**src/design/lpe_pkg.sv**
```systemverilog
// Shared constants for the Lomuto partition engine.
package lpe_pkg;

  localparam int unsigned LPE_MAX_ELEMENTS = 64;
  localparam int unsigned LPE_ELEMENT_BITS = 32;
  localparam int unsigned LPE_VALUE_BITS   = 32;
  localparam int unsigned LPE_PIDX_BITS    = 6;
  localparam int unsigned LPE_ADDR_BITS    = 3;
  localparam int unsigned LPE_DATA_BITS    = 32;

  localparam logic LPE_REG_COMPARE_SIGNED = 1'b0;

endpackage

```
**src/design/lpe_cmp.sv**
```systemverilog
// Order compare: signed or unsigned less-or-equal of an element against the pivot.
module lpe_cmp #(
  parameter int unsigned ELEMENT_BITS = lpe_pkg::LPE_ELEMENT_BITS
) (
  input  logic [ELEMENT_BITS-1:0] elem_i,
  input  logic [ELEMENT_BITS-1:0] pivot_i,
  input  logic                    signed_i,
  output logic                    le_o
);
  import lpe_pkg::*;

  logic [ELEMENT_BITS-1:0] flip;
  logic [ELEMENT_BITS-1:0] elem_key;
  logic [ELEMENT_BITS-1:0] pivot_key;

  always_comb begin
    flip = '0;
    flip[ELEMENT_BITS-1] = signed_i;
  end

  assign elem_key  = elem_i ^ flip;
  assign pivot_key = pivot_i ^ flip;
  assign le_o      = (elem_key <= pivot_key);

endmodule

```
**src/design/lomuto_partition_engine.sv**
```systemverilog
// Lomuto partition engine top level: element store, sequencer, APB register.
//
// Elements load one per cycle while busy is low. The element marked last starts the
// partition: busy rises and stays high until the cycle that shows the final result, and that
// cycle can already take the next element. The partition fetches the pivot (S_PIV_RD, S_PIV_LD),
// reads and compares each scanned element (S_SCAN_RD, S_SCAN_CMP), with the further state
// S_SCAN_SWP when an element must be swapped behind the boundary, and places the pivot
// (S_FIN_RD, S_FIN_W1, S_FIN_W2). The output pass then reads one element per cycle and shows
// each result in the cycle after its read, n results on consecutive cycles for n stored
// elements. The element store has two read ports and a single write port, so a swap is two
// separate writes. Results cannot be stalled: each is shown for exactly one cycle with result_valid_o high.
module lomuto_partition_engine #(
  parameter int unsigned MAX_ELEMENTS = lpe_pkg::LPE_MAX_ELEMENTS,
  parameter int unsigned ELEMENT_BITS = lpe_pkg::LPE_ELEMENT_BITS
) (
  input  logic                                 clk_i,
  input  logic                                 rst_ni,
  input  logic                                 start,
  output logic                                 busy,
  input  logic [lpe_pkg::LPE_VALUE_BITS-1:0]   element_value_i,
  input  logic                                 is_last_i,
  output logic                                 result_valid_o,
  output logic [lpe_pkg::LPE_VALUE_BITS-1:0]   out_value_o,
  output logic [lpe_pkg::LPE_PIDX_BITS-1:0]    pivot_index_o,
  output logic                                 overflowed_o,
  output logic                                 out_last_o,
  input  logic                                 psel,
  input  logic                                 penable,
  input  logic                                 pwrite,
  input  logic [lpe_pkg::LPE_ADDR_BITS-1:0]    paddr,
  input  logic [lpe_pkg::LPE_DATA_BITS-1:0]    pwdata,
  output logic [lpe_pkg::LPE_DATA_BITS-1:0]    prdata,
  output logic                                 pready
);
  import lpe_pkg::*;

  localparam int unsigned IDX_W   = $clog2(MAX_ELEMENTS);
  localparam int unsigned CNT_W   = $clog2(MAX_ELEMENTS + 1);
  localparam int unsigned EXT_W   = (ELEMENT_BITS > LPE_VALUE_BITS) ? ELEMENT_BITS
                                                                    : LPE_VALUE_BITS;
  localparam int unsigned PEXT_W  = (IDX_W > LPE_PIDX_BITS) ? IDX_W : LPE_PIDX_BITS;

  localparam logic [3:0] S_IDLE     = 4'd0;
  localparam logic [3:0] S_PIV_RD   = 4'd1;
  localparam logic [3:0] S_PIV_LD   = 4'd2;
  localparam logic [3:0] S_SCAN_RD  = 4'd3;
  localparam logic [3:0] S_SCAN_CMP = 4'd4;
  localparam logic [3:0] S_SCAN_SWP = 4'd5;
  localparam logic [3:0] S_FIN_RD   = 4'd6;
  localparam logic [3:0] S_FIN_W1   = 4'd7;
  localparam logic [3:0] S_FIN_W2   = 4'd8;
  localparam logic [3:0] S_OUT      = 4'd9;

  logic [ELEMENT_BITS-1:0] mem_q [MAX_ELEMENTS];
  logic [ELEMENT_BITS-1:0] rdata_a_q, rdata_b_q;
  logic [IDX_W-1:0]        raddr_a, raddr_b, waddr;
  logic [ELEMENT_BITS-1:0] wdata;
  logic                    we;

  logic [3:0]              state_q, state_d;
  logic [CNT_W-1:0]        cnt_q, cnt_d;
  logic [IDX_W-1:0]        scan_q, scan_d;
  logic [IDX_W-1:0]        bnd_q, bnd_d;
  logic [IDX_W-1:0]        k_q, k_d;
  logic                    ovf_q, ovf_d;
  logic [ELEMENT_BITS-1:0] piv_q, piv_d;
  logic                    cs_q;

  logic                    strobe_q, strobe_d;
  logic                    last_q, last_d;
  logic [LPE_PIDX_BITS-1:0] pidx_q, pidx_d;
  logic                    ovf_out_q, ovf_out_d;

  logic [IDX_W-1:0]        pv;
  logic                    le;
  logic                    accept;
  logic [EXT_W-1:0]        din_ext;
  logic [EXT_W-1:0]        dout_ext;
  logic [PEXT_W-1:0]       bnd_ext;
  logic                    cfg_wr;
  logic                    scan_end;

  assign pv       = IDX_W'(cnt_q - CNT_W'(1));
  assign accept   = start && (state_q == S_IDLE);
  assign busy     = (state_q != S_IDLE);
  assign din_ext  = EXT_W'(element_value_i);
  assign dout_ext = EXT_W'(rdata_a_q);
  assign bnd_ext  = PEXT_W'(bnd_q);
  assign scan_end = (scan_q == IDX_W'(pv - IDX_W'(1)));

  lpe_cmp #(
    .ELEMENT_BITS(ELEMENT_BITS)
  ) u_cmp (
    .elem_i  (rdata_a_q),
    .pivot_i (piv_q),
    .signed_i(cs_q),
    .le_o    (le)
  );

  always_comb begin
    state_d   = state_q;
    cnt_d     = cnt_q;
    scan_d    = scan_q;
    bnd_d     = bnd_q;
    k_d       = k_q;
    ovf_d     = ovf_q;
    piv_d     = piv_q;
    strobe_d  = 1'b0;
    last_d    = 1'b0;
    pidx_d    = pidx_q;
    ovf_out_d = ovf_out_q;
    raddr_a   = k_q;
    raddr_b   = bnd_q;
    waddr     = bnd_q;
    wdata     = rdata_a_q;
    we        = 1'b0;

    case (state_q)
      S_IDLE: begin
        if (accept) begin
          if (cnt_q < CNT_W'(MAX_ELEMENTS)) begin
            we    = 1'b1;
            waddr = cnt_q[IDX_W-1:0];
            wdata = din_ext[ELEMENT_BITS-1:0];
            cnt_d = cnt_q + CNT_W'(1);
          end else begin
            ovf_d = 1'b1;
          end
          if (is_last_i) begin
            state_d = S_PIV_RD;
          end
        end
      end
      S_PIV_RD: begin
        raddr_a = pv;
        state_d = S_PIV_LD;
      end
      S_PIV_LD: begin
        piv_d  = rdata_a_q;
        scan_d = '0;
        bnd_d  = '0;
        state_d = (pv == '0) ? S_FIN_RD : S_SCAN_RD;
      end
      S_SCAN_RD: begin
        raddr_a = scan_q;
        raddr_b = bnd_q;
        state_d = S_SCAN_CMP;
      end
      S_SCAN_CMP: begin
        if (le && (scan_q != bnd_q)) begin
          we      = 1'b1;
          waddr   = bnd_q;
          wdata   = rdata_a_q;
          state_d = S_SCAN_SWP;
        end else begin
          if (le) begin
            bnd_d = bnd_q + IDX_W'(1);
          end
          scan_d  = scan_q + IDX_W'(1);
          state_d = scan_end ? S_FIN_RD : S_SCAN_RD;
        end
      end
      S_SCAN_SWP: begin
        we      = 1'b1;
        waddr   = scan_q;
        wdata   = rdata_b_q;
        bnd_d   = bnd_q + IDX_W'(1);
        scan_d  = scan_q + IDX_W'(1);
        state_d = scan_end ? S_FIN_RD : S_SCAN_RD;
      end
      S_FIN_RD: begin
        raddr_a = pv;
        raddr_b = bnd_q;
        state_d = S_FIN_W1;
      end
      S_FIN_W1: begin
        we      = 1'b1;
        waddr   = bnd_q;
        wdata   = rdata_a_q;
        state_d = S_FIN_W2;
      end
      S_FIN_W2: begin
        we      = 1'b1;
        waddr   = pv;
        wdata   = rdata_b_q;
        k_d     = '0;
        state_d = S_OUT;
      end
      S_OUT: begin
        raddr_a   = k_q;
        strobe_d  = 1'b1;
        last_d    = (k_q == pv);
        pidx_d    = bnd_ext[LPE_PIDX_BITS-1:0];
        ovf_out_d = ovf_q;
        k_d       = k_q + IDX_W'(1);
        if (k_q == pv) begin
          cnt_d   = '0;
          ovf_d   = 1'b0;
          bnd_d   = '0;
          scan_d  = '0;
          state_d = S_IDLE;
        end
      end
      default: begin
        state_d = S_IDLE;
      end
    endcase
  end

  always_ff @(posedge clk_i) begin
    if (we) begin
      mem_q[waddr] <= wdata;
    end
    rdata_a_q <= mem_q[raddr_a];
    rdata_b_q <= mem_q[raddr_b];
  end

  always_ff @(posedge clk_i or negedge rst_ni) begin
    if (!rst_ni) begin
      state_q   <= S_IDLE;
      cnt_q     <= '0;
      scan_q    <= '0;
      bnd_q     <= '0;
      k_q       <= '0;
      ovf_q     <= 1'b0;
      strobe_q  <= 1'b0;
      last_q    <= 1'b0;
      pidx_q    <= '0;
      ovf_out_q <= 1'b0;
    end else begin
      state_q   <= state_d;
      cnt_q     <= cnt_d;
      scan_q    <= scan_d;
      bnd_q     <= bnd_d;
      k_q       <= k_d;
      ovf_q     <= ovf_d;
      strobe_q  <= strobe_d;
      last_q    <= last_d;
      pidx_q    <= pidx_d;
      ovf_out_q <= ovf_out_d;
    end
  end

  always_ff @(posedge clk_i) begin
    piv_q <= piv_d;
  end

  assign cfg_wr = psel && penable && pwrite && pready
               && (paddr[LPE_ADDR_BITS-1] == LPE_REG_COMPARE_SIGNED);

  always_ff @(posedge clk_i or negedge rst_ni) begin
    if (!rst_ni) begin
      cs_q <= 1'b0;
    end else if (cfg_wr) begin
      cs_q <= pwdata[0];
    end
  end

  assign pready = 1'b1;
  assign prdata = (paddr[LPE_ADDR_BITS-1] == LPE_REG_COMPARE_SIGNED)
                ? LPE_DATA_BITS'(cs_q) : '0;

  assign result_valid_o = strobe_q;
  assign out_value_o    = dout_ext[LPE_VALUE_BITS-1:0];
  assign pivot_index_o  = pidx_q;
  assign overflowed_o   = ovf_out_q;
  assign out_last_o     = last_q;

endmodule

```
**config.mk**
```make
export PLATFORM = sky130hd
export DESIGN_NAME = lomuto_partition_engine
export DESIGN_NICKNAME = d
export VERILOG_FILES = /design/src/design/lpe_pkg.sv /design/src/design/lpe_cmp.sv /design/src/design/lomuto_partition_engine.sv
export SDC_FILE = /design/constraint.sdc
export NUM_CORES = 2
export LEC_CHECK = 0
export BUFFER_PORTS_ARGS = -buffer_cell sky130_fd_sc_hd__buf_2
export CAP_MARGIN = 15
export CORE_MARGIN = 4
export CORE_UTILIZATION = 60
export CTS_CLUSTER_SIZE = 16
export DETAILED_ROUTE_END_ITERATION = 6
export PLACE_DENSITY_LB_ADDON = 0.25
export SLEW_MARGIN = 0
export SYNTH_ARGS = -nofsm -noshare
export SYNTH_HDL_FRONTEND = slang
export SYNTH_SLANG_ARGS = --single-unit
```
**constraint.sdc**
```tcl
create_clock -name clk_i -period 9.8 [get_ports clk_i]
set_input_delay 2.45 -clock clk_i [delete_from_list [all_inputs] [get_ports clk_i]]
set_output_delay 2.45 -clock clk_i [all_outputs]
set_load 0.02 [all_outputs]
```
==> impl_metrics.py <==
metrics = {
    "route": {
        "wl_um": 343000,
        "drtPass1Iterations": 7,
        "drtIter0Drc": 12700,
        "drc_errors": 15,
        "wl_per_cell_um": 35.8,
        "ant_nets": 0,
        "via_per_inst": 7.59,
        "via_count": 72700,
    },
    "cts": {
        "clk_pin_slew_worst_paths_ns": 0.06,
        "cts_setup_buffers": 0,
        "clockRootBuffer": "clkbuf_16",
        "htree_levels": 4,
        "cts_made_buffers": 211,
        "cts_tree": "done",
        "clk_latency_ns": 0.87,
        "cts.sinks": 2184,
        "ctsHoldBuffers": 0,
        "cts_max_path_buffers": 3,
        "cts_resized": 0,
    },
    "floorplan": {
        "start_util": 0.606,
        "die_area_mm2": 0.181,
        "die_y_um": 425,
        "die_w_um": 425,
        "core_area_mm2": 0.172,
        "num_rows": 152,
        "ioPinCount": 149,
    },
    "global_route": {
        "grt.overflow.total": 0,
        "grt.total_usage": 0.376,
        "grt_max_degree": 188,
        "grt_pass1_wl_um": 487000,
        "antenna_found_initial": 16,
        "grt_pass1_vias": 70500,
    },
    "synthesis": {
        "yosysMostFrequentCell": "edfxtp_1",
        "syn-cell-area_mm2": 0.104,
        "ys_top_cells_by_area": "edfxtp_1 (60%), mux4_2 (15%), nand2_1 (5.7%), a311oi_1 (3.2%), a211oi_1 (2.7%)",
        "ys_seq_area_frac": 0.620,
        "yosysWarnings": 0,
        "yosys-top-cells-count": "edfxtp_1 (2080), nand2_1 (1583), mux4_2 (674), nand3_1 (536), clkbuf_1 (498)",
        "synth-main-ff-cell": "edfxtp_1",
        "syn_area_per_cell_um2": 14.2,
        "synth_edf_count": 2080,
        "yosysUniqueCellTypes": 68,
        "syn_inst": 7347,
        "async_flop_share": 0.0183,
        "synth-seq-cells": 2184,
        "synth_top_area_share": 0.598,
        "yosysTopAreaCell": "edfxtp_1",
    },
    "run_status": {
        "failed_checks": "design-rule violations",
        "outcome": "finished, violations left",
    },
    "worst_hold_path": {
        "min_path_type": "reg2reg",
        "min_path_cells": 2,
    },
    "sta": {
        "rsz0062_at_grt": "false",
        "final.setup.worst_slack_ns": 3.93,
        "clock_skew_ns": 0.0279,
        "drv_slew": 0,
        "max_freq_mhz": 170,
        "finalCritPeriodShare": 0.599,
        "slew_headroom": 0.180,
        "layout_min_cycle_time_ns": 5.87,
        "finalHoldViolations": 0,
        "worst_pin_slew_ns": 1.23,
        "finalSetupTns_ns": 0,
        "finalSetupViolCount": 0,
    },
    "setup_path": {
        "crit_buf_inv": 2,
        "rrSetupSlack_ns": 4.32,
        "cp.depth": 9,
        "slowest_delay_ns": 1.17,
        "cp_data_required_time_ns": 10.27,
        "end_kind": "register",
        "worst_setup_path_start_kind": "input pin",
        "crit_type": "in2reg",
        "cp_top_family": "simple AND/OR/NAND/NOR gates",
        "critical_path_arrival_ns": 6.34,
        "reg2regPathDepth": 9,
        "crit_path_cell_trace": "buf_2, nor2b_1, and3_2, buf_4, nand2_1, o21ai_0, a221oi_1, nor2_1, and4_4",
        "cp_slowest_cell": "and4_4",
        "crit_path_max_fanout": 32,
    },
    "power": {
        "p_leak_nw": 35.9,
        "p_per_area_mw_per_mm2": 361,
        "peakVddDrop_v": 0.000548,
    },
    "final_layout": {
        "layout.nets": 7181,
        "layout-drive-gt1-share": 0.179,
        "area_delta_synth_final_pct": 8.52,
    },
    "place": {
        "gp_congestion": 0.859,
        "port_buffers": 83,
        "hpwl_um": 162000,
        "preCtsSetupSlack_ns": 3.37,
    },
    "run": {
        "max_cap_violations": 0,
    },
}
-- metal layers --
metal	part of all wire	routed length [um]	vias up	track usage
met5	0.00013	46	-	0
met4	0.074	25400	6	0.228
met3	0.16	53200	1359	0.121
met2	0.44	150000	6481	0.548
met1	0.33	115000	35900	0.496
li1	-	-	28900	-
-- kinds of logic (layout without fill, tap and decap cells) --
logic type / after synthesis / after routing / synth area share
and+or+nand+nor: 2325 / 2325 / 0.0965
DFF: 2184 / 2184 / 0.620
AOI/OAI and AO/OA: 1275 / 1275 / 0.0977
buffers and inverters: 804 / 678 / 0.0315
muxes: 689 / 689 / 0.147
adders and majority gates: 38 / 38 / 0.00455
xor gates and xnor gates: 30 / 30 / 0.00292
other: 2 / 42 / 0.0000719
-- placed cells by master (no fill, tap or decap), types with 17 or more instances in the layout --
master     synthesis  final
inv_1             74     72
o31a_1           251    251
clkinv_1           0     29
o21ai_0           30     30
mux4_2           674    674
a211oi_1         378    378
clkinv_2           0     48
buf_12             0     27
xnor2_1           17     17
clkbuf_16          0    218
dfrtp_1           40     34
and4_4             0     64
a222oi_1          32     32
conb_1             2     32
ha_1              38     38
a21oi_1           20     18
nand2_1         1583   1581
nand3_1          536    536
buf_4             34     98
buf_2            114     83
clkbuf_8           0     20
nor2_1            27     27
a31oi_1          129    128
a311oi_1         376    376
edfxtp_1        2080   2080
or4_1             35     35
clkbuf_1         498     50
dfxtp_1           64     64
-- final timing paths --
kind                                        from               end
max in group asynchronous                 rst_ni        bnd_ext[0]
worst min register to register  pivot_index_o[0]  pivot_index_o[0]
worst min-delay path            pivot_index_o[0]  pivot_index_o[0]
worst max-delay path                       start     mem_q[26][23]
min in group asynchronous                 rst_ni  pivot_index_o[2]
worst max register to register   out_value_o[29]     mem_q[27][29]
-- worst reg2reg max path: stages (launching register included) --
cell and delay (ns):
dfxtp_1 0.79, ha_1 0.40, a21o_1 0.17, a21o_1 0.18, a221oi_1 0.28, o31ai_1 0.16, a22oi_1 0.35, and4_1 0.54
or3_2 0.91, and4_4 1.28
-- area by class of cell --
class	count	area, um^2
sequential	2184	64800
clock inverter	107	951
timing repair buffer	209	1710
tap	2310	2890
clock buffer	288	5920
inverter	74	278
multi-input combinational	4389	36800
fill	11700	59000
antenna	10	25.0
-- stage by stage --
stage	total power [mW]	hold slack (ns)	std cells	instance area, um^2	util
2_1_floorplan	26.5	0.466	7377	105000	-
6_report	40.9	0.478	9571	113000	0.658
3_5_place_dp	32.2	0.464	9165	106000	0.618
3_3_place_gp	31.7	0.462	9165	106000	0.618
5_1_grt	42.4	0.507	9562	113000	0.658
4_1_cts	40.2	0.478	9560	113000	0.657
-- state kept, by name, summed over array words and instances (netlist names) --
signal	count
mem_q	2048
out_value_o	32
piv_q	32
rdata_b_q	32
cnt_q	7
bnd_ext	6
k_q	6
pivot_index_o	6
scan_q	6
state_q	4
cs_q	1
out_last_o	1
overflowed_o	1
ovf_q	1
result_valid_o	1
-- power breakdown --
group / total (mW) / internal (mW) / switching [mW]
Sequential: 13.1 / 12.8 / 0.375
Combinational: 19.6 / 5.89 / 13.7
Clock: 8.16 / 4.59 / 3.57
Total: 40.9 / 23.2 / 17.6
Power figures use the tool's default switching activity.
